File: config.mk
export PLATFORM = sky130hd
export DESIGN_NAME = snsg_div
export DESIGN_NICKNAME = d
export VERILOG_FILES = /design/src/rtl/snsg_pkg.sv /design/src/rtl/snsg_div.sv
export SDC_FILE = /design/constraint.sdc
export NUM_CORES = 2
export LEC_CHECK = 0
export BUFFER_PORTS_ARGS = -buffer_cell sky130_fd_sc_hd__buf_4
export CAP_MARGIN = 20
export CORE_AREA = 2 2 493 495
export CTS_CLUSTER_SIZE = 12
export DETAILED_ROUTE_END_ITERATION = 12
export DIE_AREA = 0 0 495 497
export PLACE_DENSITY = 0.79
export SYNTH_ARGS = -nofsm -noshare
export SYNTH_HDL_FRONTEND = slang
export SYNTH_SLANG_ARGS = --single-unit
File: constraint.sdc
create_clock -name aclk -period 4.39 [get_ports aclk]
set_input_delay 0.439 -clock aclk [delete_from_list [all_inputs] [get_ports aclk]]
set_output_delay 0.439 -clock aclk [all_outputs]
set_load 0.01 [all_outputs]
File: src/rtl/snsg_pkg.sv
`default_nettype none
package snsg_pkg;

    // Q20 fixed point
    localparam int GAIN_W     = 21;
    localparam int GAIN_SHIFT = 20;
    localparam int POW_SHIFT  = 28;
    localparam logic [GAIN_W-1:0] Q20_ONE  = 21'd1048576;
    localparam logic [GAIN_W-1:0] Q20_HALF = 21'd524288;

    // Field widths
    localparam int BIN_W    = 8;
    localparam int SAMPLE_W = 32;
    localparam int NOISE_W  = 32;
    localparam int POWER_W  = 31;
    localparam int ADK_W    = 24;

    // Register reset values and default depth
    localparam logic [GAIN_W-1:0] TRIGGER_RESET = 21'd1048576;
    localparam logic [GAIN_W-1:0] ALPHA_RESET   = 21'd996147;
    localparam int NUM_BINS_DEF = 256;

    // Configuration register map
    localparam int CFG_IDX_W = 2;
    typedef enum logic [CFG_IDX_W-1:0] {
        REG_PRESENCE_TRIGGER = 2'd0,
        REG_SMOOTHING_ALPHA  = 2'd1
    } cfg_reg_t;

    // Divider: quotient is below 2^19 whenever it is used
    localparam int QUO_W = 19;
    localparam int REM_W = POWER_W + GAIN_SHIFT;
    localparam int DVS_W = 32;

    typedef struct packed {
        logic signed [SAMPLE_W-1:0] re;
        logic signed [SAMPLE_W-1:0] im;
        logic                       half;
    } div_side_t;

    typedef struct packed {
        logic [REM_W-1:0] rem;
        logic [DVS_W-1:0] dvs;
        div_side_t        side;
    } div_item_t;

endpackage
`default_nettype wire

File: src/rtl/snsg_div.sv
`default_nettype none
module snsg_div (
    input  wire logic                  aclk,
    input  wire logic                  aresetn,
    input  wire logic                  en,
    input  wire logic                  in_valid,
    input  wire snsg_pkg::div_item_t   in_item,
    output logic                       out_valid,
    output logic [snsg_pkg::QUO_W-1:0] out_quo,
    output snsg_pkg::div_side_t        out_side
);
    import snsg_pkg::*;

    logic             v_reg    [QUO_W];
    logic [REM_W-1:0] rem_reg  [QUO_W];
    logic [DVS_W-1:0] dvs_reg  [QUO_W];
    logic [QUO_W-1:0] quo_reg  [QUO_W];
    div_side_t        side_reg [QUO_W];

    // restoring division, one quotient bit per stage, MSB first
    for (genvar k = 0; k < QUO_W; k++) begin : g_stage
        localparam int Bit = QUO_W - 1 - k;
        logic             v_prev;
        logic [REM_W-1:0] rem_prev;
        logic [DVS_W-1:0] dvs_prev;
        logic [QUO_W-1:0] quo_prev;
        div_side_t        side_prev;
        logic [REM_W-1:0] trial;
        logic [REM_W-1:0] rem_next;
        logic [QUO_W-1:0] quo_next;

        if (k == 0) begin : g_first
            assign v_prev    = in_valid;
            assign rem_prev  = in_item.rem;
            assign dvs_prev  = in_item.dvs;
            assign quo_prev  = '0;
            assign side_prev = in_item.side;
        end else begin : g_rest
            assign v_prev    = v_reg[k-1];
            assign rem_prev  = rem_reg[k-1];
            assign dvs_prev  = dvs_reg[k-1];
            assign quo_prev  = quo_reg[k-1];
            assign side_prev = side_reg[k-1];
        end

        always_comb begin
            trial    = REM_W'(dvs_prev) << Bit;
            rem_next = rem_prev;
            quo_next = quo_prev;
            if (rem_prev >= trial) begin
                rem_next      = rem_prev - trial;
                quo_next[Bit] = 1'b1;
            end
        end

        always_ff @(posedge aclk) begin
            if (!aresetn) begin
                v_reg[k] <= 1'b0;
            end else if (en) begin
                v_reg[k] <= v_prev;
            end
        end

        always_ff @(posedge aclk) begin
            if (en) begin
                rem_reg[k]  <= rem_next;
                dvs_reg[k]  <= dvs_prev;
                quo_reg[k]  <= quo_next;
                side_reg[k] <= side_prev;
            end
        end
    end

    assign out_valid = v_reg[QUO_W-1];
    assign out_quo   = quo_reg[QUO_W-1];
    assign out_side  = side_reg[QUO_W-1];

endmodule
`default_nettype wire

# After elaboration in Yosys (flattened, before gate mapping)
# Memories as Yosys holds them, arrays and structs flattened.
# Cells that the tools add are included.
[word_totals] ff_bits=0 mem_bits_rw=3192 input_bits=152 out_inout_bits=85 wordCells=124 mem_count=5
[memory_table] memory="side_reg" words=19 width=65 rd=19 rd_ports_with_merged_regs=0 write_ports=19 line="snsg_div.sv:18" rtl="div_side_t side_reg [QUO_W];"
[memory_table] memory="rem_reg" words=19 width=51 rd=18 rd_ports_with_merged_regs=0 write_ports=19 line="snsg_div.sv:15" rtl="logic [REM_W-1:0] rem_reg [QUO_W];"
[memory_table] memory="dvs_reg" words=19 width=32 rd=18 rd_ports_with_merged_regs=0 write_ports=19 line="snsg_div.sv:16" rtl="logic [DVS_W-1:0] dvs_reg [QUO_W];"
[memory_table] memory="quo_reg" words=19 width=19 rd=19 rd_ports_with_merged_regs=0 write_ports=19 line="snsg_div.sv:17" rtl="logic [QUO_W-1:0] quo_reg [QUO_W];"
[memory_table] memory="v_reg" words=19 width=1 rd=19 rd_ports_with_merged_regs=0 write_ports=19 line="snsg_div.sv:14" rtl="logic v_reg [QUO_W];"
[classes] n_addsub=19 order_cmp=19 mux=62 n_bitwise=19
[op_table] cell="51-bit two-way mux" count=19
[op_table] cell="51-bit by 32-bit greater-or-equal comparator with 1-bit output" count=1
[op_table] cell="51-bit by 33-bit greater-or-equal comparator with 1-bit output" count=1
[op_table] cell="51-bit by 34-bit greater-or-equal comparator with 1-bit output" count=1
[op_table] cell="51-bit by 35-bit greater-or-equal comparator with 1-bit output" count=1
[op_table] cell="51-bit by 36-bit greater-or-equal comparator with 1-bit output" count=1
[op_table] cell="51-bit by 37-bit greater-or-equal comparator with 1-bit output" count=1
[op_table] cell="51-bit by 38-bit greater-or-equal comparator with 1-bit output" count=1
[op_table] cell="51-bit by 39-bit greater-or-equal comparator with 1-bit output" count=1
[op_table] cell="51-bit by 40-bit greater-or-equal comparator with 1-bit output" count=1
[op_table] cell="51-bit by 41-bit greater-or-equal comparator with 1-bit output" count=1
[op_table] cell="51-bit by 42-bit greater-or-equal comparator with 1-bit output" count=1
[op_table] cell="51-bit by 43-bit greater-or-equal comparator with 1-bit output" count=1
[op_table] cell="51-bit by 44-bit greater-or-equal comparator with 1-bit output" count=1
[op_table] cell="51-bit by 45-bit greater-or-equal comparator with 1-bit output" count=1
[op_table] cell="51-bit by 46-bit greater-or-equal comparator with 1-bit output" count=1
[op_table] cell="51-bit by 47-bit greater-or-equal comparator with 1-bit output" count=1
[op_table] cell="51-bit by 48-bit greater-or-equal comparator with 1-bit output" count=1
[op_table] cell="51-bit by 49-bit greater-or-equal comparator with 1-bit output" count=1
[op_table] cell="51-bit by 50-bit greater-or-equal comparator with 1-bit output" count=1
[op_table] cell="51-bit by 32-bit subtractor with 51-bit output" count=1
[op_table] cell="51-bit by 33-bit subtractor with 51-bit output" count=1
[op_table] cell="51-bit by 34-bit subtractor with 51-bit output" count=1
[op_table] cell="51-bit by 35-bit subtractor with 51-bit output" count=1
[op_table] cell="17 further kinds" count=77

# Longest topological paths before layout
[depth] depth_word=4 mapped_depth=17 mapped_depth_nobuf=16

# Least setup slack after synthesis
# OpenSTA, ideal clock, no wires.
[synth_timing] path_kind="reg2reg" start="memory rem_reg[2][15] (netlist name)" end="memory rem_reg[3][16] (netlist name), data pin" setup_time_ns=0.262 arrival_ns=3.526 required_ns=4.128 setup_slack_ns=0.602 path_stages_with_launch=15 path_buffers=1 cell_sequence="edfxtp_1 > inv_1 > ha_1 > inv_1 > fa_1 > a21o_1 > a221oi_1 > o22ai_1 > a221o_1 > a21bo_2 > a21oi_1 > o21ai_1 > nor2_1 > buf_2 > mux2_1"
[synth_rtl] element="start: declaration" line="snsg_div.sv:15"

==> run summary <==
outcome: complete, but fails checks
violated checks: design-rule violations
CTS tree: done
clock buffer depth: 4
HPWL Detailed: 200,000 um
Mapped Area: 0.132 mm2
startpoint types: register
Reg2Reg Setup Slack: 0.15 ns
Core Area: 0.240 mm2
Final Critical Period: 4.24 ns
RSZ-0062 raised after global routing: no
Area contributors post-synth: edfxtp_1 67%, ha_1 5.8%, a21oi_1 2.7%
Sequential cell area: 0.0882 mm2
Post-DP Area: 0.139 mm2
Setup TNS Final: 0 ns
synthesized area per cell: 13.4 um2
IO Pins: 237
drt pass-1 iters: 10
hold path cells: 2
GP Congestion: 1.03
DR vias/cell: 5.65
Post-synth EDFFs: 2,937
Data required, critical path: 4.99 ns
Post-CTS Setup Inserts: 0
endpoints failing hold: 0
Setup WS pre-CTS: 0.163 ns
Synth area leader: edfxtp_1
routed len/inst: 20.1 um
total CTS buffers: 327
Lkg Pwr: 57.6 nW
P&R area growth vs syn: 14.1%
chip height: 497 um
max FFs per register: 1,235
Worst Path Max Fanout: 36
peak supply drop: 346 uV
vias in the first global route: 82,200
Comb pwr share: 31.1%
Initial DRC Count: 5,461
post-synthesis async set-or-reset flop share: 0%
first-pass GRT wire length: 438,000 um
fin crit share: 96.6%
share of layout cells above drive strength 1: 9.21%
Setup Skew: 0.105 ns
critical path startpoint: dvs_reg[5][1]
Register-to-Register Path Depth: 15
Post-synth top flop: edfxtp_1
post-route antenna net violation count: 0
R2R Path Start: dvs_reg[5][1]
Mapped Cells: 9,804
Slew headroom: 12.7%
filler instances: 17,500
Worst Setup End Kind: register
H-tree Lvls: 5
antenna violations before repair: 6
CP Class: register to register
Worst Slack Setup Final: 0.147 ns
Reg clk slew, reported paths: 0.06 ns
Synth Register Bits: 2,938
width of the die: 495 um
Clock Sink Count: 2,938
Routed WL: 279,000 um
P_sw: 29.9 mW
footprint of the multi-input gates: 0.0397 mm2
switching share of power: 31.7%
Initial Utilization: 54.8%
# DRC: 1
worst r2r dst: rem_reg[6][21]
Worst Path Arrival: 4.85 ns
net count after synthesis: 10,600
layout net count: 11,300
row cnt: 180
Fmax: 236 MHz
Clock Latency Late Sink: 0.96 ns
Clock Tree Root: clkbuf_16
final setup vio count: 0
clock power share: 26.7%
Final Max Slew Viols: 0
die area: 0.246 mm2
gr ovfl total: 0
Synth Warn #: 0
Worst Setup EP: rem_reg[6][21]
Vias: 78,500
largest net degree at the start of global routing: 174
sequential power share: 42.1%
Distinct cells, synth: 98
Tightest Pin Transition: 1.30 ns
port buffer count: 236
sequential area share after synthesis: 67.1%
maxcap violations: 0
worst min-delay path class: input port to register
post-route cell area: 0.150 mm2
Tot GR Track Use: 22.6%
Core Util, Final: 62.5%
Synth top area share: 67.0%
power per standard cell area: 627 mW/mm2
Int Pwr: 64.3 mW
worst hold margin: 0.203 ns
layout make-up:
| cell class | count | share of cell area, % |
|---|---|---|
| flip-flops and latches | 2938 | 58.8 |
| multi-input cells | 5838 | 26.4 |
| clock inverters | 98 | 0.723 |
| well taps | 3185 | 2.65 |
| inverters | 775 | 1.94 |
| clock buffers | 408 | 5.72 |
| diodes | 5 | 0.00833 |
| repair buffers | 638 | 3.74 |
timing repair:
action / CTS / global route
hold buffers: 152 / 0
endpoints found under the setup margin: 0 / 35
gates resized for setup: 0 / 15
hold endpoints to repair: 184 / 0
how the worst min path moves through the flow:
stage                          from         endpoint  slack [ns]
global placement    side_reg[4][13]  side_reg[5][13]        0.40
global route             in_item[7]   side_reg[0][7]        0.15
finish                   in_item[9]   side_reg[0][9]        0.20
detailed placement   quo_reg[9][16]  quo_reg[10][16]        0.40
floorplan            quo_reg[9][10]  quo_reg[10][10]        0.40
CTS                     in_item[22]  side_reg[0][22]        0.11
power by group through the flow:
stage | Combinational [mW] | Clock (mW) | Sequential (mW)
floorplan | 21.1 | 0 | 39.0
global placement | 28.1 | 0 | 40.1
detailed placement | 28.7 | 0 | 40.2
CTS | 29.0 | 25.8 | 39.7
global route | 32.4 | 26.8 | 40.1
finish | 29.3 | 25.2 | 39.7
cells in the final DEF, fill, tap and decap left out, types with 88 or more instances in the layout:
cell type / n
a21oi_1: 714
xor2_1: 310
ha_1: 608
a21o_1: 375
nand3_1: 131
nor2_1: 485
nor4_1: 88
o21ai_1: 373
nand4_1: 124
o21ai_0: 243
clkbuf_16: 332
nor2b_1: 105
nand2b_1: 97
xnor2_1: 361
nand2_1: 699
nor3_1: 123
edfxtp_1: 2937
dlygate4sd3_1: 152
inv_1: 762
buf_4: 450
per-layer routing:
layer  global-route usage [%]  wire [um]
met3                     3.20      10100
met2                     43.0     152000
met1                     22.9      97800
met5                        0          0
met4                     14.0      19200
kinds of logic after synthesis:
family,share of synthesized area (%)
compound gates,10.5
xor+xnor,4.47
fa+ha+maj,6.06
buf+inv,2.95
flops,67.1
mux,0.748
simple gates,8.18
per-stage QoR:
step | power, mW | std cells
2_1_floorplan | 60.2 | 9804
3_3_place_gp | 68.2 | 13200
3_5_place_dp | 68.8 | 13200
4_1_cts | 94.5 | 13900
5_1_grt | 99.3 | 13900
6_report | 94.2 | 13900
critical path: stages (launching register included):
cell and delay (ns):
edfxtp_1 0.43, inv_1 0.14, ha_1 0.25, nor2b_1 0.15, o31ai_1 0.42, a211oi_1 0.25, o21ai_1 0.21, buf_4 0.17
nand3b_1 0.12, a221o_1 0.43, o2111a_1 0.32, nor2b_1 0.17, o21a_1 0.18, inv_2 0.10, buf_12 0.18, mux2_1 0.33
cell usage after synthesis (all sizes together) (20+ instances only):
master,instances
a211oi,49
a21boi,23
a21o,375
a21oi,716
a31o,22
a31oi,73
and2,26
and3,90
buf,52
clkbuf,201
edfxtp,2937
ha,608
inv,775
mux2,75
nand2,700
nand2b,97
nand3,131
nand3b,20
nand4,124
nor2,487
nor2b,106
nor3,123
nor4,97
nor4b,28
o211ai,36
o21a,56
o21ai,617
o21bai,79
o31ai,42
or2,28
or3,47
or4,30
xnor2,361
xor2,310
Power figures use the tool's default switching activity.
